$ cat src/rtl/gnta_pkg.sv
// shared constants, codes and table entry types of the track associator
`default_nettype none

package gnta_pkg;

  localparam int MAX_TRACKS = 16;
  localparam int MAX_DETS   = 16;
  localparam int CLASS_BITS = 3;
  localparam int COORD_BITS = 12;

  localparam int TIDX_W   = $clog2(MAX_TRACKS);
  localparam int TCNT_W   = $clog2(MAX_TRACKS + 1);
  localparam int DIDX_W   = $clog2(MAX_DETS);
  localparam int DCNT_W   = $clog2(MAX_DETS + 1);
  localparam int TIME_W   = 32;
  localparam int GATE_W   = 26;
  localparam int TOUT_W   = 16;
  localparam int SQ_W     = 2 * COORD_BITS;
  localparam int DIST_W   = SQ_W + 1;
  localparam int CMP_W    = (DIST_W > GATE_W) ? DIST_W : GATE_W;
  localparam int PROD_W   = COORD_BITS + 1 + TIME_W;
  localparam int NUM_W    = PROD_W + 1;
  localparam int DEN_W    = TIME_W;
  localparam int DIVC_W   = $clog2(NUM_W + 1);
  localparam int EST_W    = 16;
  localparam int STATUS_W = 3;
  localparam int CMD_W    = 2;
  localparam int CFG_AW   = 3;
  localparam int APB_DW   = 32;

  localparam logic [GATE_W-1:0] GATE_RESET = GATE_W'(4000000);
  localparam logic [TOUT_W-1:0] TOUT_RESET = TOUT_W'(400);
  localparam logic [TCNT_W-1:0] TRACKS_FULL = TCNT_W'(MAX_TRACKS);
  localparam logic [DCNT_W-1:0] DETS_FULL = DCNT_W'(MAX_DETS);
  localparam logic [1:0] CNT_SAT = 2'd2;
  localparam logic [NUM_W-1:0] POS_LIMIT = NUM_W'(32767);
  localparam logic [NUM_W-1:0] NEG_LIMIT = NUM_W'(32768);
  localparam logic signed [EST_W-1:0] EST_MAX = 16'sh7fff;
  localparam logic signed [EST_W-1:0] EST_MIN = -16'sh8000;

  typedef enum logic [CMD_W-1:0] {
    CMD_DET,
    CMD_EOF,
    CMD_PRUNE,
    CMD_EXTRAP
  } cmd_e;

  typedef enum logic [STATUS_W-1:0] {
    ST_OK,
    ST_NO_TRACK,
    ST_FEW_SIGHTINGS,
    ST_ZERO_DT,
    ST_DROPPED
  } status_e;

  typedef enum logic {
    REG_GATE,
    REG_TIMEOUT
  } reg_e;

  typedef struct packed {
    logic [CLASS_BITS-1:0] kind;
    logic [COORD_BITS-1:0] nx;
    logic [COORD_BITS-1:0] ny;
    logic [COORD_BITS-1:0] nw;
    logic [COORD_BITS-1:0] nh;
    logic [TIME_W-1:0]     ntime;
    logic [COORD_BITS-1:0] px;
    logic [COORD_BITS-1:0] py;
    logic [TIME_W-1:0]     ptime;
    logic [1:0]            cnt;
  } track_t;

  typedef struct packed {
    logic [COORD_BITS-1:0] x;
    logic [COORD_BITS-1:0] y;
    logic [COORD_BITS-1:0] w;
    logic [COORD_BITS-1:0] h;
    logic [CLASS_BITS-1:0] kind;
  } det_t;

  localparam int TRACK_W = $bits(track_t);
  localparam int DET_W   = $bits(det_t);

endpackage

`default_nettype wire

$ cat src/rtl/gnta_div.sv
// bit-serial restoring divider for unsigned magnitudes
`default_nettype none

module gnta_div
  import gnta_pkg::*;
(
  input  wire logic             clk_i,
  input  wire logic             rst_ni,
  input  wire logic             start_i,
  input  wire logic [NUM_W-1:0] dividend_i,
  input  wire logic [DEN_W-1:0] divisor_i,
  output logic                  done_o,
  output logic      [NUM_W-1:0] quotient_o
);

  logic [NUM_W-1:0]  quo_q;
  logic [DEN_W-1:0]  rem_q;
  logic [DEN_W-1:0]  den_q;
  logic [DIVC_W-1:0] cnt_q;
  logic              done_q;
  logic [DEN_W:0]    rem_sh;
  logic [DEN_W:0]    diff;
  logic              ge;

  assign rem_sh = {rem_q, quo_q[NUM_W-1]};
  assign diff   = rem_sh - {1'b0, den_q};
  assign ge     = !diff[DEN_W];

  always_ff @(posedge clk_i or negedge rst_ni) begin
    if (!rst_ni) begin
      cnt_q  <= '0;
      done_q <= 1'b0;
    end else begin
      done_q <= 1'b0;
      if (start_i) begin
        quo_q <= dividend_i;
        rem_q <= '0;
        den_q <= divisor_i;
        cnt_q <= DIVC_W'(NUM_W);
      end else if (cnt_q != '0) begin
        rem_q <= ge ? diff[DEN_W-1:0] : rem_sh[DEN_W-1:0];
        quo_q <= {quo_q[NUM_W-2:0], ge};
        cnt_q <= cnt_q - DIVC_W'(1);
        if (cnt_q == DIVC_W'(1)) begin
          done_q <= 1'b1;
        end
      end
    end
  end

  assign done_o     = done_q;
  assign quotient_o = quo_q;

endmodule

`default_nettype wire

$ cat config.mk
export PLATFORM = sky130hd
export DESIGN_NAME = gnta_div
export DESIGN_NICKNAME = d
export VERILOG_FILES = /design/src/rtl/gnta_pkg.sv /design/src/rtl/gnta_div.sv
export SDC_FILE = /design/constraint.sdc
export NUM_CORES = 1
export LEC_CHECK = 0
export ABC_AREA = 0
export ABC_CLOCK_PERIOD_IN_PS = 4900
export BUFFER_PORTS_ARGS = -buffer_cell sky130_fd_sc_hd__buf_4
export CAP_MARGIN = 10
export CORE_AREA = 3 3 124 126
export DETAILED_ROUTE_END_ITERATION = 7
export DIE_AREA = 0 0 127 129
export HOLD_SLACK_MARGIN = 0.03
export PLACE_DENSITY = 0.74
export SLEW_MARGIN = 20
export SYNTH_ARGS = -nofsm -noshare
export SYNTH_HDL_FRONTEND = slang
export SYNTH_SLANG_ARGS = --single-unit
$ cat constraint.sdc
create_clock -name clk_i -period 4.9 [get_ports clk_i]
set_input_delay 0.98 -clock clk_i [delete_from_list [all_inputs] [get_ports clk_i]]
set_output_delay 0.98 -clock clk_i [all_outputs]
set_load 0.05 [all_outputs]
==> impl_results.md, run 1 <==
- Footprint of the multi-input gates: 0.00308 mm2
- IO Count: 128
- Initial antenna violation count: 0
- Mapped Area: 0.00684 mm2
- Post-synth top area share: 0.483
- Detailed Route WL: 16.2 mm
- Period utilization: 0.790
- DR iter-0 viols: 417
- Startpoint types: flop
- Psw: 1.27 mW
- Cells after synthesis: 627
- Switching Fraction: 0.343
- Relative slew slack: 0.343
- Fmax: 258 MHz
- Clock share of power: 0.319
- RSZ-0062 raised after global routing: no
- Ant diodes: 0
- Grt total ovfl: 0
- Clk pin slew, worst setup/hold paths: 50 ps
- Vias per cell: 5.69
- Cell Rows: 44
- Setup_tns: 0 ps
- PostCTS Resize Cnt: 0
- Chip Width: 127 um
- Cell Int Power: 2.43 mW
- Pre-antenna DRT Iters: 5
- Final Skew: 13.0 ps
- Part of the power in registers: 0.358
- Status: finished, final reports clean
- Nets: 859
- Cells along the critical path: inv_1, ha_1, fa_1, nand2b_1, a21oi_2, o21ai_2, o21ai_4, a21oi_2, o31ai_4, xor2_2, buf_4, o21ai_0, a311oi_1
- Peak supply drop: 0.346 mV
- Critical Path AT: 4100 ps
- CTS buffer count: 17
- Commonest non-fill, non-tap cell in the layout: buf_4
- Post-route DRC violation count: 0
- CTS Hold Bufs: 0
- Leakage power: 3.54 nW
- Die Y: 129 um
- Storage cell area: 0.00348 mm2
- Pwr dens: 436 mW/mm2
- Post-CTS setup buffers: 0
- Max FO, Critical Path: 18
- Hold WC Path Type: flop to flop
- Number of synthesized flops with an enable pin: 110
- Comb power frac: 0.323
- Post-route insts no fill: 939
- Biggest area consumer among synthesized cells: edfxtp_1
- Critical-path top delay cell: xor2_2
- Pin count of the biggest net entering global routing: 88
- Number of synthesized register bits: 117
- Synth Flop Type: edfxtp_1
- MaxCap Viol Count: 0
- CP top delay family: compound AO/OA/AOI/OAI gates
- FFs w/ async S/R, synth: 0.0598
- Synth Warn #: 0
- WL per Instance: 17.3 um
- CP bufs+invs: 2
- CTS Sinks: 117
- Register area share after synthesis: 0.508
- Crit end category: flop
- Netlist cell types: 56
- Top post-synthesis cells by area: edfxtp_1, mux2_2, ha_1
- Placed cells: 907
- Final Util: 0.589
- Most frequent cells in the layout: buf_4, edfxtp_1, nand2_1
- Vias in the first global route: 5431
- Critical path class: flop to flop
- Fraction of layout cells with a size suffix above 1: 0.287
- Root Driver: clkbuf_16
- H-tree levels: 4
- Starting Density: 0.474
- Die area: 0.0164 mm2
- Slowest stage delay, CP: 620 ps
- All-Layer GR Usage: 0.205
- Syn Area/Cell: 10.9 um2
- Max Slew Vio Count: 0
- CP most frequent cell: a21oi_2
- First-pass GRT wire length: 26.7 mm
- Critical path required time: 5130 ps
- Syn_nets: 744
- Synth-to-Final Area Change: 24.2%
- Core area: 0.0144 mm2
- ANT nets after route: 0
- Via count: 5344
- Slew @ Worst Pin: 985 ps
- Final Critical Period: 3870 ps
- Post-DP HPWL: 11.3 mm
- Gpl congestion: 0.932
- Final setup vio count: 0
- Fillers: 1215
- Port bufs: 127
- Worst-Skew Late Latency: 420 ps
- CTS tree: yes
- Deepest clock path buffer count: 2
- Final hold vios: 0
-- state kept, by name, summed over array words and instances, names as in the netlist --
signal and count:
cnt_q 6, den_q 32, done_o 1, quotient_o 46, rem_q 32
-- synthesized netlist by cell type, drive strengths merged, types with 19 or more instances --
master  instances
a21oi          33
a311oi         24
clkbuf         26
edfxtp        110
ha             35
inv            42
mux2           45
nand2          63
nor2           49
o21ai          23
xnor2          19
-- power by group through the flow --
stage | Clock (mW) | Sequential (mW) | Combinational (mW)
6_report | 1.18 | 1.33 | 1.20
2_1_floorplan | 0 | 1.42 | 0.796
5_1_grt | 1.25 | 1.34 | 1.32
4_1_cts | 1.20 | 1.33 | 1.19
3_5_place_dp | 0 | 1.34 | 1.18
3_3_place_gp | 0 | 1.34 | 1.15
-- cell type report --
cell class | count | share of cell area
Timing Repair Buffer | 133 | 0.117
Clock inverter | 14 | 0.0152
Clock buffer | 18 | 0.0505
Multi-Input combinational cell | 431 | 0.362
Inverter | 42 | 0.0186
Tap cell | 184 | 0.0271
Sequential cell | 117 | 0.409
-- cells by family (layout without fill, tap and decap cells) --
kind of cell | after synthesis | count (layout) | synth area share
buf+inv | 79 | 207 | 0.0455
fa+ha+maj | 36 | 36 | 0.0669
mux | 45 | 45 | 0.0741
xor+xnor | 29 | 29 | 0.0371
simple gates | 179 | 179 | 0.121
flops | 117 | 117 | 0.508
compound gates | 142 | 142 | 0.147
-- final timing paths --
path | start | end | slack, ps | cells after the start
max | quotient_o[45]$_DFFE_PP_ | rem_q[9]$_SDFFCE_PP0P_ | 1030 | 13
min | cnt_q[3]$_DFFE_PN0N_ | cnt_q[3]$_DFFE_PN0N_ | 530 | 1
max reg2reg | quotient_o[45]$_DFFE_PP_ | rem_q[9]$_SDFFCE_PP0P_ | 1030 | 13
min reg2reg | cnt_q[3]$_DFFE_PN0N_ | cnt_q[3]$_DFFE_PN0N_ | 530 | 1
max in group asynchronous | rst_ni | cnt_q[0]$_DFFE_PN0N_ | 3970 | 1
min in group asynchronous | rst_ni | cnt_q[1]$_DFFE_PN0N_ | 570 | 1
-- layer usage --
metal | part of all wire | wire length (um) | vias to the layer above | GRT usage
met4 | 0.016 | 257 | 0 | 0.0719
met1 | 0.42 | 6870 | 2564 | 0.252
li1 | - | - | 2563 | -
met3 | 0.080 | 1310 | 20 | 0.0726
met5 | 0 | 0 | - | 0
met2 | 0.48 | 7780 | 197 | 0.335
-- stage by stage --
| stage | power (mW) | setup WS [ps] | hold slack, ps | cell area, um2 |
|---|---|---|---|---|
| final | 3.70 | 1030 | 529 | 8500 |
| after global routing | 3.90 | 715 | 552 | 8500 |
| after CTS | 3.71 | 1030 | 527 | 8500 |
| after detailed placement | 2.52 | 1060 | 519 | 7940 |
| after global placement | 2.49 | 1250 | 493 | 7940 |
| after floorplan | 2.21 | 780 | 475 | 6840 |
Power figures use the tool's default switching activity.
==> inputs of run 2 (changes only) <==
ABC_AREA = 1   (was 0)
ABC_CLOCK_PERIOD_IN_PS = 3240   (was 4900)
CORE_AREA = 3 3 132 134   (was 3 3 124 126)
DIE_AREA = 0 0 135 137   (was 0 0 127 129)
PLACE_DENSITY = 0.76   (was 0.74)
clock period = 3.24 ns   (was 4.9 ns; I/O delays follow)
==> run 2 against run 1 <==
Combinational power grew 41%. Synthesized cell count grew 68%. Via count grew 30%. Global-route usage grew 2.5 points. Sequential share of layout area shrank 4.5 points. Non-clock buffer count grew 3. Clock skew is essentially flat. Cell count grew 51%. Clock power grew 61%.
==> impl_results.md, run 2 <==
- Die Y: 137 um
- Final Util: 0.583
- Biggest area consumer among synthesized cells: edfxtp_1
- Worst r2r path cells: 13
- Worst-Skew Late Latency: 430 ps
- Period utilization: 0.881
- Synth-to-Final Area Change: 22.3%
- Post-synth top cells: nand2_1, inv_1, edfxtp_1
- MaxCap Viol Count: 0
- Vias per cell: 4.89
- PostCTS Resize Cnt: 0
- Fin area: 0.00956 mm2
- Crit end category: flop
- Final setup vio count: 0
- Slew @ Worst Pin: 679 ps
- Commonest non-fill, non-tap cell in the layout: nand2_1
- Worst reg2reg setup slack: 390 ps
- FFs w/ async S/R, synth: 0.0598
- Max Slew Vio Count: 0
- Startpoint types: flop
- IO Count: 128
- Synth Flop Type: edfxtp_1
- Pwr dens: 578 mW/mm2
- Pre-antenna DRT Iters: 5
- Die area: 0.0185 mm2
- Cell Rows: 47
- CTS buffer count: 17
- Post-synth top area share: 0.422
- Grt total ovfl: 0
- Most frequent cell after synthesis: nand2_1
- Vias in the first global route: 6957
- CTS Sinks: 117
- Top post-synthesis cells by area: edfxtp_1, nand2_1, inv_1
- Core area: 0.0164 mm2
- Fmax: 350 MHz
- Max FO, Critical Path: 32
- Clk pin slew, worst setup/hold paths: 70 ps
- Synth Warn #: 0
- CTS Hold Bufs: 0
- Leakage power: 5.06 nW
- Syn_nets: 1172
- CTS tree: yes
- DR iter-0 viols: 483
- First-pass GRT wire length: 33.4 mm
- WL per Instance: 14.3 um
- Post-route DRC violation count: 0
- Root Driver: clkbuf_16
- Critical path required time: 3420 ps
- Register area share after synthesis: 0.445
- Relative slew slack: 0.547
- Final hold vios: 0
- Netlist cell types: 33
- Nets: 1301
- Setup_tns: 0 ps
- Critical Path End: rem_q[28]$_SDFFCE_PP0P_
- Critical Path AT: 3030 ps
- Via count: 6930
- Number of synthesized register bits: 117
- Reg-to-reg critical path startpoint: rem_q[17]$_SDFFCE_PP0P_
- Gpl congestion: 0.967
- Hold WC Path Type: input pin to asynchronous set/reset pin
- Overall power: 5.52 mW
- Fraction of layout cells with a size suffix above 1: 0.155
- Reg2reg end: rem_q[28]$_SDFFCE_PP0P_
- Post-DP HPWL: 14.6 mm
- Most frequent cells in the layout: nand2_1, inv_1, buf_4
- Starting Density: 0.477
- Post-DP Area: 0.00898 mm2
- H-tree levels: 4
- Ant diodes: 0
- Final Critical Period: 2850 ps
- Status: finished, final reports clean
- Mapped Area: 0.00782 mm2
- All-Layer GR Usage: 0.229
- Post-CTS setup buffers: 0
- Deepest clock path buffer count: 2
- Largest register FFs: 46
- Number of synthesized flops with an enable pin: 110
- ANT nets after route: 0
- Cells after synthesis: 1055
- Initial antenna violation count: 0
- Pin count of the biggest net entering global routing: 51
- Worst Setup SP: rem_q[17]$_SDFFCE_PP0P_
- Critical path class: flop to flop
- Peak supply drop: 0.426 mV
- RSZ-0062 raised after global routing: no
- Syn Area/Cell: 7.41 um2
- Detailed Route WL: 20.2 mm
- Chip Width: 135 um
- Port bufs: 127
- Final Skew: 13.4 ps
- Hold slack: 98.7 ps
[run 2: cells by family after synthesis]
kind of cell	after synthesis	synth area share
AND/OR/NAND/NOR	651	0.353
buffers and inverters	208	0.106
flip-flops	117	0.445
adder cells (fa/ha/maj)	36	0.0586
AO/OA/AOI/OAI	25	0.0176
XOR/XNOR	18	0.0202
[run 2: power by group]
group	switching, mW	internal [mW]	total, mW
sequential	0.0939	1.84	1.93
clock	0.757	1.14	1.90
combinational	1.10	0.592	1.69
[run 2: stage by stage]
| step | worst slack (ps) | std cells |
|---|---|---|
| floorplan | 472 | 1055 |
| global placement | 494 | 1385 |
| detailed placement | 421 | 1385 |
| CTS | 409 | 1417 |
| global route | 119 | 1417 |
| finish | 385 | 1417 |
[run 2: worst min path at each step]
stage / startpoint / slack, ps / end
finish: rst_ni / 100 / cnt_q[1]$_DFFE_PN0N_
global route: rst_ni / 100 / cnt_q[1]$_DFFE_PN0N_
CTS: rst_ni / 90 / cnt_q[1]$_DFFE_PN0N_
detailed placement: cnt_q[3]$_DFFE_PN0N_ / 500 / cnt_q[3]$_DFFE_PN0N_
global placement: cnt_q[3]$_DFFE_PN0N_ / 500 / cnt_q[3]$_DFFE_PN0N_
floorplan: rst_ni / 350 / cnt_q[0]$_DFFE_PN0N_
[run 2: metal layers]
| metal | vias to the layer above | wire length, um | track usage |
|---|---|---|---|
| met5 | - | 0 | 0 |
| met4 | 0 | 391 | 0.0778 |
| met3 | 31 | 1620 | 0.0665 |
| met1 | 3131 | 8910 | 0.287 |
| li1 | 3531 | - | - |
| met2 | 237 | 9320 | 0.383 |
[run 2: worst max-delay path, stage by stage (launching register included)]
cell and delay (ps):
edfxtp_1 420, ha_1 410, nand2_2 160, inv_1 50, nand2_1 60, nand2_1 60, nand2_1 60, nand2_1 70
a21oi_2 260, nand3_4 310, nand2_4 450, nand2_1 130, nand3_1 100, nand2_1 60
[run 2: cell type report]
type	instances	area [um2]
clock buffer	18	429
multi-input combinational	730	3520
inverter	182	683
timing repair buffer	136	1020
sequential	117	3480
clock inverter	14	153
tap	220	275
fill	1525	6850
