===== src/rtl/gnta_ram.sv =====
// generic single write port ram with registered read
`default_nettype none

module gnta_ram #(
  parameter int WIDTH = 8,
  parameter int DEPTH = 16,
  localparam int AW = $clog2(DEPTH)
) (
  input  wire logic             clk_i,
  input  wire logic             we_i,
  input  wire logic [AW-1:0]    waddr_i,
  input  wire logic [WIDTH-1:0] wdata_i,
  input  wire logic [AW-1:0]    raddr_i,
  output logic      [WIDTH-1:0] rdata_o
);

  logic [WIDTH-1:0] mem_q [DEPTH];

  always_ff @(posedge clk_i) begin
    if (we_i) begin
      mem_q[waddr_i] <= wdata_i;
    end
    rdata_o <= mem_q[raddr_i];
  end

endmodule

`default_nettype wire


===== config.mk =====
export PLATFORM = sky130hd
export DESIGN_NAME = gnta_ram
export DESIGN_NICKNAME = d
export VERILOG_FILES = /design/src/rtl/gnta_ram.sv
export SDC_FILE = /design/constraint.sdc
export NUM_CORES = 1
export LEC_CHECK = 0
export ABC_CLOCK_PERIOD_IN_PS = 2900
export BUFFER_PORTS_ARGS = -buffer_cell sky130_fd_sc_hd__buf_2
export CORE_AREA = 2 2 142 130
export DETAILED_ROUTE_END_ITERATION = 10
export DIE_AREA = 0 0 144 132
export GPL_ROUTABILITY_DRIVEN = 0
export GPL_TIMING_DRIVEN = 1
export PLACE_DENSITY = 0.41
export SKIP_CTS_REPAIR_TIMING = 1
export SLEW_MARGIN = 20
export SYNTH_ARGS = -nofsm -noshare
export SYNTH_HDL_FRONTEND = slang
export SYNTH_SLANG_ARGS = --single-unit

===== constraint.sdc =====
create_clock -name clk_i -period 2.9 [get_ports clk_i]
set_clock_uncertainty 0.15 [all_clocks]
set_input_delay 0.58 -clock clk_i [delete_from_list [all_inputs] [get_ports clk_i]]
set_output_delay 0.58 -clock clk_i [all_outputs]
set_load 0.01 [all_outputs]

==> metrics.log, run 1 <==
[metrics] proportion of power drawn by flip-flops and latches: about half
[metrics] minimum clock period after layout: 1780 ps
[metrics] wire length of the first global-routing pass: ~16 mm
[metrics] DRT Wirelength: 10.9 mm
[metrics] worst hold slack: 408 ps
[metrics] DRT antenna net count: 0
[metrics] Setup crit start kind: input pin
[metrics] part of the cycle the worst path needs: 61.5%
[metrics] row cnt: 46
[metrics] FF+latch count, synth: 136
[metrics] number of antenna violations at the first check in global routing: 0
[metrics] Max Slew Vio Count: 0
[metrics] number of synthesis warnings: 0
[metrics] Clk pwr share: 44.1%
[metrics] Setup CP Type: in2reg
[metrics] Filler Cells Inserted: 1625
[metrics] most frequent standard cell in the layout excluding fill and tap cells: sky130_fd_sc_hd__edfxtp_1
[metrics] total clock buffers created by CTS: 17
[metrics] final total negative setup slack: 0 ps
[metrics] number of hold violations in the final report: 0
[metrics] CP Data Arrival Time: 1920 ps
[metrics] Pwr Density: between 600 and 700 nW/um^2
[metrics] peak ir drop on the vdd network: roughly 0.00044 V
[metrics] clock latency on the worst-skew pair: 400 ps
[metrics] static power due to leakage: 0.00208 uW
[metrics] net switching power: about 860 uW
[metrics] post-synth cell types: 19
[metrics] final layout net count: 302
[metrics] reg2reg end: rdata_o[0]$_DFF_P_
[metrics] Post-DP HPWL: 7.00 mm
[metrics] setup repair after global routing missed its margin: false
[metrics] via count of the first global-routing pass: 2549
[metrics] vertical extent of the die: 132 um
[metrics] CTS tree: done
[metrics] setup slack on the worst flop-to-flop path: approximately 1400 ps
[metrics] met3 wire len: 422 um
[metrics] area of the mapped netlist: 5150 sq um
[metrics] synthesized area per cell: roughly 22 sq um
[metrics] Worst slew margin: 67.4%
[metrics] number of search-and-repair iterations in the first detailed-routing pass: 4
[metrics] area grow syn2layout: 20.5%
[metrics] Total GRT Usage: 12.5%
[metrics] largest net degree at the start of global routing: 33
[metrics] final non-filler cell area: 6200 sq um
[metrics] routed wire length per instance: 20.3 um
[metrics] transition time of the tightest slew-check pin: ~490 ps
[metrics] Core Box Area: 17400 sq um
[metrics] fraction of final layout cells with drive strength greater than 1: 30.7%
[metrics] count of vias placed by the detailed router: 2418
[metrics] die span in x: 144 um
[metrics] # setup viols final: 0
[metrics] combinational power share: 4.8%
[metrics] cell depth of the worst hold path: 1
[metrics] critical path fanouts, max: 32
[metrics] design internal power: 3480 uW
[metrics] M1 WL: between 5 and 6 mm
[metrics] portion of the post-synthesis area used by sequential elements: 77.8%
[metrics] initial core utilization: 29.5%
[metrics] number of port buffers: 25
[metrics] max_cap viols: 0
[metrics] # DRC: 0
[metrics] top sig layer: met4
[metrics] number of vias per cell: roughly 4.5
[metrics] launching point of the worst reg2reg path: mem_q[0][0]$_DFFE_PP_
[metrics] data required time at the worst endpoint: 3030 ps
[metrics] grt ovf: 0
[metrics] area post-placement: 5670 sq um
[metrics] count of clock tree sinks: approximately 140
[metrics] Post-Synthesis Cells: about 230
[metrics] fraction of power spent switching nets: 19.7%
[metrics] terminating pin of the worst hold path: mem_q[11][6]$_DFFE_PP_
[metrics] result of the run: finished clean
[metrics] net count of the mapped netlist: between 200 and 250
[metrics] Crit. End Element: flip-flop
[metrics] Worst R2R Path Depth: 3
[metrics] highest-count cells in the layout ignoring fill and taps: sky130_fd_sc_hd__edfxtp_1, sky130_fd_sc_hd__buf_2, sky130_fd_sc_hd__buf_4
[metrics] launching element of the worst setup path: raddr_i[0]
[metrics] cell at the root of the clock tree: sky130_fd_sc_hd__clkbuf_16
[metrics] commonest register cell after synthesis: sky130_fd_sc_hd__edfxtp_1
[metrics] top achievable clock speed: 0.561 GHz
[metrics] Max clock buf depth: 2
[metrics] clock edge transition at the registers on the reported setup and hold paths: roughly 50 ps
[metrics] startpoint of the tightest hold check path: wdata_i[6]
[metrics] number of H-tree branching levels: 4
[metrics] starting DRC count in detailed routing: 193
[metrics] number of primary I/O pins: 26
[metrics] asr flop ratio synth: 0%
[metrics] number of antenna repair diodes: 0
[metrics] total die area: about 19000 sq um
[metrics] number of flops mapped to enable cells by yosys: 128
[metrics] class of the tightest hold or removal check: in2reg
[metrics] Routed met2 length: 5.11 mm
## cells by family after synthesis
| kind of cell | after synthesis | share of synthesized area, % |
|---|---|---|
| flip-flops | 136 | 77.8 |
| AND/OR/NAND/NOR | 35 | 3.18 |
| AO/OA/AOI/OAI | 16 | 2.33 |
| multiplexers | 32 | 15.0 |
| buffers and inverters | 10 | 1.68 |
## Yosys cell counts, types with 2 or more instances
master                            number  area share (%)
sky130_fd_sc_hd__buf_6                 3            0.66
sky130_fd_sc_hd__dfxtp_1               8             3.1
sky130_fd_sc_hd__nand2_1               9            0.66
sky130_fd_sc_hd__buf_2                 3            0.29
sky130_fd_sc_hd__nor2_1               13            0.95
sky130_fd_sc_hd__nor3_1                4            0.39
sky130_fd_sc_hd__nand3b_1              2            0.29
sky130_fd_sc_hd__nand2b_1              2            0.24
sky130_fd_sc_hd__edfxtp_1            128              75
sky130_fd_sc_hd__a22oi_1              16             2.3
sky130_fd_sc_hd__mux4_2               18             7.9
sky130_fd_sc_hd__clkdlybuf4s25_2       3            0.58
sky130_fd_sc_hd__mux4_1               14             7.1
## per-layer routing
layer / vias up / track usage (%)
met5: - / 0
met4: 0 / 5.23
met3: 9 / 3.12
met2: 55 / 18.5
met1: 1272 / 17.6
li1: 1082 / -
## critical path: stages
cell and delay, ps:
sky130_fd_sc_hd__buf_2 100, sky130_fd_sc_hd__buf_12 250, sky130_fd_sc_hd__mux4_1 630, sky130_fd_sc_hd__a22oi_1 240, sky130_fd_sc_hd__nand2_1 80
## area by class of cell
cell class / count / area (sq um) / area share [%]
multi-input combinational: 83 / 1060 / 17.0
clock inverter: 4 / 20.0 / 0.323
sequential: 136 / 4000 / 64.6
tap: 240 / 300 / 4.84
clock buffer: 27 / 513 / 8.27
timing repair buffer: 46 / 308 / 4.96
## registers in the layout, indices dropped and copies added, names as in the netlist
signal	count
mem_q	128
rdata_o	8
## worst max-delay path by stage
| stage | end | slack (ps) |
|---|---|---|
| floorplan | mem_q[0][0]$_DFFE_PP_ | 680 |
| global placement | rdata_o[0]$_DFF_P_ | 630 |
| detailed placement | rdata_o[0]$_DFF_P_ | 630 |
| CTS | rdata_o[0]$_DFF_P_ | 1070 |
| global route | rdata_o[1]$_DFF_P_ | 1020 |
| finish | rdata_o[1]$_DFF_P_ | 1120 |
## power groups by stage
stage | Clock (uW) | Combinational, uW | Sequential [uW]
finish | 1920 | 210 | 2220
global route | 2040 | 233 | 2220
CTS | 1960 | 218 | 2220
detailed placement | 0 | 217 | 2260
global placement | 0 | 216 | 2260
floorplan | 0 | 112 | 2250
## per-stage QoR
| stage | std cells | power [uW] | utilization (%) | setup WS (ps) |
|---|---|---|---|---|
| 5_1_grt | 536 | 4490 | 35.6 | 1020 |
| 6_report | 536 | 4340 | 35.6 | 1120 |
| 2_1_floorplan | 229 | 2370 | - | 677 |
| 4_1_cts | 536 | 4400 | 35.6 | 1070 |
| 3_3_place_gp | 505 | 2470 | 32.5 | 630 |
| 3_5_place_dp | 505 | 2470 | 32.5 | 632 |
Power figures use the tool's default switching activity.
==> inputs of run 2 (changes only) <==
Settings changed: ABC_AREA set to 1, ABC_CLOCK_PERIOD_IN_PS 2900 to 1500, CORE_AREA 2 2 142 130 to 2 2 150 137, DIE_AREA 0 0 144 132 to 0 0 152 139, PLACE_DENSITY 0.41 to 0.43.
Clock period 2.9 ns to 1.5 ns, I/O delays scaled along.
==> metrics.log, run 2 <==
[metrics] result of the run: finished clean (unchanged)
[metrics] number of hold violations in the final report: 0 (unchanged)
[metrics] Max clock buf depth: 2 (unchanged)
[metrics] Setup crit start kind: flip-flop (was input pin)
[metrics] max_cap viols: 0 (unchanged)
[metrics] count of vias placed by the detailed router: 3791 (was 2418)
[metrics] mux contribution to synthesized area: 0% (was 15.0%)
[metrics] Pwr Density: 1290 nW/um^2 (was 700 nW/um^2)
[metrics] data required time at the worst endpoint: 1050 ps (was 3030 ps)
[metrics] DRT Wirelength: 14.6 mm (was 10.9 mm)
[metrics] Core Box Area: 19700 sq um (was 17400 sq um)
[metrics] final layout net count: 619 (was 302)
[metrics] number of antenna repair diodes: 0 (unchanged)
[metrics] fraction of post-synthesis cell area in the top cell type by area: 66.7% (was 74.7%)
[metrics] met3 track demand over resource in global routing: 3.88% (was 3.12%)
[metrics] adder-cell share of the synthesized area: 0% (unchanged)
[metrics] met2 track demand over resource: 21.9% (was 18.5%)
[metrics] fraction of the mapped netlist area in compound gates: 0% (was 2.33%)
[metrics] combinational power share: 6.5% (was 4.8%)
[metrics] Synth top cells by count: sky130_fd_sc_hd__nand2_1, sky130_fd_sc_hd__edfxtp_1, sky130_fd_sc_hd__inv_1 (was sky130_fd_sc_hd__edfxtp_1, sky130_fd_sc_hd__mux4_2, sky130_fd_sc_hd__a22oi_1)
[metrics] number of synthesis warnings: 0 (unchanged)
[metrics] critical path fanouts, max: 1 (was 32)
[metrics] design internal power: 7100 uW (was 3480 uW)
[metrics] cell at the root of the clock tree: sky130_fd_sc_hd__clkbuf_16 (unchanged)
[metrics] number of search-and-repair iterations in the first detailed-routing pass: 5 (was 4)
[metrics] synthesized area per cell: 10.5 sq um (was 22.5 sq um)
[metrics] largest cells by area after synthesis: sky130_fd_sc_hd__edfxtp_1, sky130_fd_sc_hd__nand2_1, sky130_fd_sc_hd__nand3_1, sky130_fd_sc_hd__inv_1, sky130_fd_sc_hd__dfxtp_1 (was sky130_fd_sc_hd__edfxtp_1, sky130_fd_sc_hd__mux4_2, sky130_fd_sc_hd__mux4_1, sky130_fd_sc_hd__dfxtp_1, sky130_fd_sc_hd__a22oi_1)
[metrics] most frequent standard cell in the layout excluding fill and tap cells: sky130_fd_sc_hd__nand2_1 (was sky130_fd_sc_hd__edfxtp_1)
[metrics] static power due to leakage: 0.00300 uW (was 0.00208 uW)
[metrics] largest registers: mem_q x128, rdata_o x8 (unchanged)
[metrics] Clk pwr share: 46.0% (was 44.1%)
[metrics] minimum clock period after layout: roughly 1400 ps
[metrics] starting DRC count in detailed routing: 242 (was 193)
[metrics] net switching power: 1910 uW (was 857 uW)
[metrics] Max Slew Vio Count: 0 (unchanged)
[metrics] routed wire length per instance: 16.9 um (was 20.3 um)
[metrics] part of the cycle the worst path needs: 90.6%
[metrics] Crit. End Element: primary output (was flip-flop)
[metrics] vertical extent of the die: 139 um (was 132 um)
[metrics] count of clock tree sinks: 136 (unchanged)
[metrics] # setup viols final: 0 (unchanged)
[metrics] Post-DP HPWL: 9.17 mm (was 7.00 mm)
[metrics] layer with the highest usage: met2 (unchanged)
[metrics] final total negative setup slack: 0 ps (unchanged)
[metrics] CP Data Arrival Time: 910 ps (was 1920 ps)
[metrics] initial core utilization: 29.3% (was 29.5%)
[metrics] critical-path cell list: buf_2 (was buf_2, buf_12, mux4_1, a22oi_1, nand2_1)
[metrics] Worst slew margin: 72.6% (was 67.4%)
[metrics] # DRC: 0 (unchanged)
[metrics] commonest register cell after synthesis: sky130_fd_sc_hd__edfxtp_1 (unchanged)
[metrics] setup repair after global routing missed its margin: false (unchanged)
[metrics] wire length of the first global-routing pass: 23.0 mm (was 16.4 mm)
[metrics] fraction of final layout cells with drive strength greater than 1: 14.0% (was 30.7%)
[metrics] post-synth cell types: 12 (was 19)
[metrics] fraction of the core area covered by cells at the end of the flow: 35.4% (was 35.6%)
[metrics] class of the tightest hold or removal check: in2reg (unchanged)
[metrics] area grow syn2layout: 20.8% (was 20.5%)
[metrics] number of H-tree branching levels: 4 (unchanged)
[metrics] Setup CP Type: reg2out (was in2reg)
[metrics] grt ovf: 0 (unchanged)
[metrics] number of flops mapped to enable cells by yosys: 128 (unchanged)
[metrics] net count of the mapped netlist: 569 (was 247)
[metrics] critical path's top delay family: flip-flops (was multiplexers)
[metrics] simple logic cell fraction of the synthesized area: 21.0% (was 3.18%)
[metrics] final setup margin: 140 ps (was 1120 ps)
[metrics] max FFs per register: 128 (unchanged)
[metrics] area of the mapped netlist: 5770 sq um (was 5150 sq um)
[metrics] CTS tree: done (unchanged)
[metrics] largest reg by FF count: mem_q (unchanged)
[metrics] worst hold slack: 169 ps (was 408 ps)
[metrics] largest stage delay on the critical path: 350 ps (was 630 ps)
[metrics] highest-count cells in the layout ignoring fill and taps: sky130_fd_sc_hd__nand2_1, sky130_fd_sc_hd__edfxtp_1, sky130_fd_sc_hd__inv_1 (was sky130_fd_sc_hd__edfxtp_1, sky130_fd_sc_hd__buf_2, sky130_fd_sc_hd__buf_4)
[metrics] slowest CP cell: sky130_fd_sc_hd__dfxtp_1 (was sky130_fd_sc_hd__mux4_1)
[metrics] die span in x: 152 um (was 144 um)
[metrics] DRT antenna net count: 0 (unchanged)
[metrics] number of antenna violations at the first check in global routing: 0 (unchanged)
[metrics] transition time of the tightest slew-check pin: 410 ps (was 489 ps)
[metrics] total clock buffers created by CTS: 17 (unchanged)
[metrics] clock latency on the worst-skew pair: 410 ps (was 400 ps)
[metrics] Post-Synthesis Cells: 551 (was 229)
[metrics] row cnt: 49 (was 46)
[metrics] largest net degree at the start of global routing: 51 (was 33)
[metrics] fraction of power spent switching nets: 21.2% (was 19.7%)
[metrics] number of vias per cell: 4.36 (was 4.51)
[metrics] pre-CTS WS: -75.7 ps (was 632 ps)
[metrics] number of primary I/O pins: 26 (unchanged)
[metrics] placed insts: 837 (was 505)
[metrics] via count of the first global-routing pass: 3806 (was 2549)
[metrics] most instantiated library cell after synthesis: sky130_fd_sc_hd__nand2_1 (was sky130_fd_sc_hd__edfxtp_1)
[metrics] met1 track demand over resource in global routing: 20.5% (was 17.6%)
[metrics] asr flop ratio synth: 0% (unchanged)
[metrics] number of port buffers: 25 (unchanged)
[metrics] top achievable clock speed: 0.735 GHz
[metrics] proportion of power drawn by flip-flops and latches: 47.4% (was 51.0%)
[metrics] leading area contributor after synthesis: sky130_fd_sc_hd__edfxtp_1 (unchanged)
[metrics] xor-xnor portion of the synthesized cell area: 0% (unchanged)
[metrics] clock edge transition at the registers on the reported setup and hold paths: 50 ps (about the same)
[metrics] post-layout instance count excluding filler cells: 869 (was 536)
[metrics] peak ir drop on the vdd network: 0.000780 V (was 0.000436 V)
[metrics] FF+latch count, synth: 136 (unchanged)
[metrics] total die area: 21100 sq um (was 19000 sq um)
[metrics] Total GRT Usage: 14.6% (was 12.5%)
[metrics] Buffers & Inverters on Critical Path: 1 (was 2)
[metrics] setup slack on the worst flop-to-flop path: 300 ps (was 1420 ps)
[metrics] main combinational cell family by area after synthesis: simple AND/OR/NAND/NOR gates (was multiplexers)
[metrics] portion of the post-synthesis area used by sequential elements: 69.4% (was 77.8%)
[run 2: cell type report]
| type | instances | area, sq um |
|---|---|---|
| inverter | 102 | 383 |
| fill | 1922 | 12700 |
| timing repair buffer | 55 | 450 |
| clock inverter | 7 | 90.1 |
| clock buffer | 25 | 505 |
| multi-input combinational | 289 | 1210 |
| tap | 255 | 319 |
| sequential | 136 | 4000 |
[run 2: stage by stage]
step / total power (uW) / area (sq um)
2_1_floorplan: 4660 / 5770
3_3_place_gp: 4950 / 6370
3_5_place_dp: 4950 / 6370
4_1_cts: 9100 / 6970
5_1_grt: 9340 / 6970
6_report: 9010 / 6970
[run 2: final timing paths]
check                         startpoint                    end  depth (start not counted)
setup / recovery      rdata_o[0]$_DFF_P_             rdata_o[0]                          1
setup reg to reg   mem_q[1][3]$_DFFE_PP_     rdata_o[3]$_DFF_P_                          6
hold reg to reg   mem_q[10][0]$_DFFE_PP_     rdata_o[0]$_DFF_P_                          6
hold / removal                wdata_i[2]  mem_q[0][2]$_DFFE_PP_                          1
[run 2: cell families (layout without fill, tap and decap cells)]
| logic type | count (synthesis) | count (layout) |
|---|---|---|
| buffers and inverters | 126 | 189 |
| flip-flops | 136 | 136 |
| AND/OR/NAND/NOR | 289 | 289 |
[run 2: power groups by stage]
stage | registers [uW] | logic [uW] | clock network [uW]
final | 4280 | 587 | 4150
after global routing | 4280 | 657 | 4400
after CTS | 4280 | 596 | 4220
after detailed placement | 4360 | 594 | 0
after global placement | 4360 | 592 | 0
after floorplan | 4360 | 300 | 0
[run 2: layer usage]
metal,vias up,part of all wire [%]
li1,1875,-
met1,1810,48
met2,89,45
met3,17,5.1
met4,0,1.5
met5,-,0
==> inputs of run 3 (changes only) <==
Settings changed: ABC_CLOCK_PERIOD_IN_PS 1500 to 1100, REMOVE_ABC_BUFFERS set to 1.
Clock period 1.5 ns to 1.1 ns, I/O delays scaled along.
==> metrics.log, run 3 (synthesis results as in run 2) <==
[metrics] result of the run: finished with violations (was finished clean)
[metrics] failing checks: setup timing
[metrics] Crit. End Element: primary output (unchanged)
[metrics] minimum clock period after layout: 1210 ps
[metrics] fraction of final layout cells with drive strength greater than 1: 25.2% (was 14.0%)
[metrics] Setup crit start kind: flip-flop (unchanged)
[metrics] final setup margin: -111 ps (was 140 ps)
[metrics] via count of the first global-routing pass: 3727 (was 3806)
[metrics] highest-count cells in the layout ignoring fill and taps: sky130_fd_sc_hd__nand2_1, sky130_fd_sc_hd__edfxtp_1, sky130_fd_sc_hd__inv_1 (unchanged)
[metrics] class of the tightest hold or removal check: in2reg (unchanged)
[metrics] Filler Cells Inserted: 1960 (was 1922)
[metrics] met2 track demand over resource: 20.7% (was 21.9%)
[metrics] largest stage delay on the critical path: 320 ps (was 350 ps)
[metrics] Pwr Density: 1650 nW/um^2 (was 1290 nW/um^2)
[metrics] setup slack on the worst flop-to-flop path: 10 ps (was 300 ps)
[metrics] # DRC: 0 (unchanged)
[metrics] terminating pin of the worst hold path: mem_q[5][7]$_DFFE_PP_ (was mem_q[0][2]$_DFFE_PP_)
[metrics] peak ir drop on the vdd network: 0.00111 V (was 0.000780 V)
[metrics] clock latency on the worst-skew pair: 420 ps (was 410 ps)
[metrics] Total GRT Usage: 13.7% (was 14.6%)
[metrics] largest net degree at the start of global routing: 51 (unchanged)
[metrics] launching point of the worst reg2reg path: mem_q[1][0]$_DFFE_PP_ (was mem_q[1][3]$_DFFE_PP_)
[metrics] placed insts: 838 (was 837)
[metrics] number of search-and-repair iterations in the first detailed-routing pass: 5 (unchanged)
[metrics] max FFs per register: 128 (unchanged)
[metrics] vertical extent of the die: 139 um (unchanged)
[metrics] met1 track demand over resource in global routing: 19.0% (was 20.5%)
[metrics] largest reg by FF count: mem_q (unchanged)
[metrics] Core Box Area: 19700 sq um (unchanged)
[metrics] number of primary I/O pins: 26 (unchanged)
[metrics] count of vias placed by the detailed router: 3743 (was 3791)
[metrics] CTS tree: done (unchanged)
[metrics] DRT Wirelength: 13.9 mm (was 14.6 mm)
[metrics] largest registers: mem_q x128, rdata_o x8 (unchanged)
[metrics] startpoint of the tightest hold check path: wdata_i[7] (was wdata_i[2])
[metrics] layer with the highest usage: met2 (unchanged)
[metrics] row cnt: 49 (unchanged)
[metrics] cell at the root of the clock tree: sky130_fd_sc_hd__clkbuf_16 (unchanged)
[metrics] Max clock buf depth: 2 (unchanged)
[metrics] critical-path cell list: buf_6 (was buf_2)
[metrics] cell depth of the worst hold path: 2 (was 1)
[metrics] number of H-tree branching levels: 4 (unchanged)
[metrics] critical path fanouts, max: 1 (unchanged)
[metrics] number of antenna violations at the first check in global routing: 0 (unchanged)
[metrics] number of port buffers: 25 (unchanged)
[metrics] count of clock tree sinks: 136 (unchanged)
[metrics] max_cap viols: 0 (unchanged)
[metrics] Worst slew margin: 69.8% (was 72.6%)
[metrics] die span in x: 152 um (unchanged)
[metrics] routed wire length per instance: 16.0 um (was 16.9 um)
[metrics] pre-CTS WS: -304 ps (was -75.7 ps)
[metrics] reg2reg end: rdata_o[0]$_DFF_P_ (was rdata_o[3]$_DFF_P_)
[metrics] Post-DP HPWL: 8.98 mm (was 9.17 mm)
[metrics] Worst R2R Path Depth: 6 (unchanged)
[metrics] Max Slew Vio Count: 0 (unchanged)
[metrics] initial core utilization: 29.3% (unchanged)
[metrics] final layout net count: 620 (was 619)
[metrics] fraction of the core area covered by cells at the end of the flow: 37.0% (was 35.4%)
[metrics] setup repair after global routing missed its margin: true (was false)
[metrics] starting DRC count in detailed routing: 282 (was 242)
[metrics] transition time of the tightest slew-check pin: 453 ps (was 410 ps)
[metrics] static power due to leakage: 0.00311 uW (was 0.00300 uW)
[metrics] DRT antenna net count: 0 (unchanged)
[metrics] CP Data Arrival Time: 840 ps (was 910 ps)
[metrics] number of hold violations in the final report: 0 (unchanged)
[metrics] area grow syn2layout: 26.3% (was 20.8%)
[metrics] critical path's top delay family: flip-flops (unchanged)
[metrics] Buffers & Inverters on Critical Path: 1 (unchanged)
[metrics] # setup viols final: 8 (was 0)
[metrics] wire length of the first global-routing pass: 21.6 mm (was 23.0 mm)
[metrics] met3 track demand over resource in global routing: 3.38% (was 3.88%)
[metrics] slowest CP cell: sky130_fd_sc_hd__dfxtp_2 (was sky130_fd_sc_hd__dfxtp_1)
[metrics] total die area: 21100 sq um (unchanged)
[metrics] Setup CP Type: reg2out (unchanged)
[metrics] post-layout instance count excluding filler cells: 870 (was 869)
[metrics] top achievable clock speed: roughly 0.83 GHz
[metrics] most frequent standard cell in the layout excluding fill and tap cells: sky130_fd_sc_hd__nand2_1 (unchanged)
[metrics] grt ovf: 0 (unchanged)
[metrics] clock edge transition at the registers on the reported setup and hold paths: 60 ps (was 50 ps)
[metrics] number of vias per cell: 4.30 (was 4.36)
[metrics] data required time at the worst endpoint: 730 ps (was 1050 ps)
[metrics] part of the cycle the worst path needs: 110%
[metrics] number of antenna repair diodes: 0 (unchanged)
[metrics] total clock buffers created by CTS: 17 (unchanged)
-- run 3: worst max-delay path by stage --
| stage | start | endpoint | slack [ps] | depth (start not counted) |
|---|---|---|---|---|
| floorplan | raddr_i[0] | rdata_o[2]$_DFF_P_ | -250 | 6 |
| global placement | waddr_i[2] | mem_q[9][6]$_DFFE_PP_ | -320 | 4 |
| detailed placement | raddr_i[0] | rdata_o[3]$_DFF_P_ | -300 | 8 |
| CTS | rdata_o[4]$_DFF_P_ | rdata_o[4] | -180 | 1 |
| global route | rdata_o[6]$_DFF_P_ | rdata_o[6] | -150 | 1 |
| finish | rdata_o[4]$_DFF_P_ | rdata_o[4] | -110 | 1 |
-- run 3: stage by stage --
step           total power [uW]  cell area (sq um)  hold slack (ps)  setup TNS (ps)
4_1_cts                   12000               6920             4.55           -1350
3_5_place_dp               6730               6380              445          -35860
2_1_floorplan              6260               5600              169          -27330
3_3_place_gp               6720               6380              439          -34380
6_report                  12000               7280             21.1            -844
5_1_grt                   12500               7280             20.9           -1350
-- run 3: final cells by class --
type	count	area, sq um	area share (%)
Sequential cell	136	4010	55.1
Multi-Input combinational cell	289	1520	20.9
Timing Repair Buffer	56	502	6.89
Clock buffer	21	440	6.05
Inverter	102	383	5.26
Tap cell	255	319	4.38
Clock inverter	11	106	1.46
-- run 3: metal layers --
layer	part of all wire (%)	wire length (um)
met1	49	6790
met2	47	6510
met3	3.5	492
met4	0.86	120
met5	0	0
-- run 3: where the power goes --
| part | switching (uW) | leakage [uW] | internal, uW |
|---|---|---|---|
| logic | 573 | 0.00162 | 329 |
| clock network | 1980 | 0.000263 | 3290 |
| registers | 39.8 | 0.00122 | 5800 |
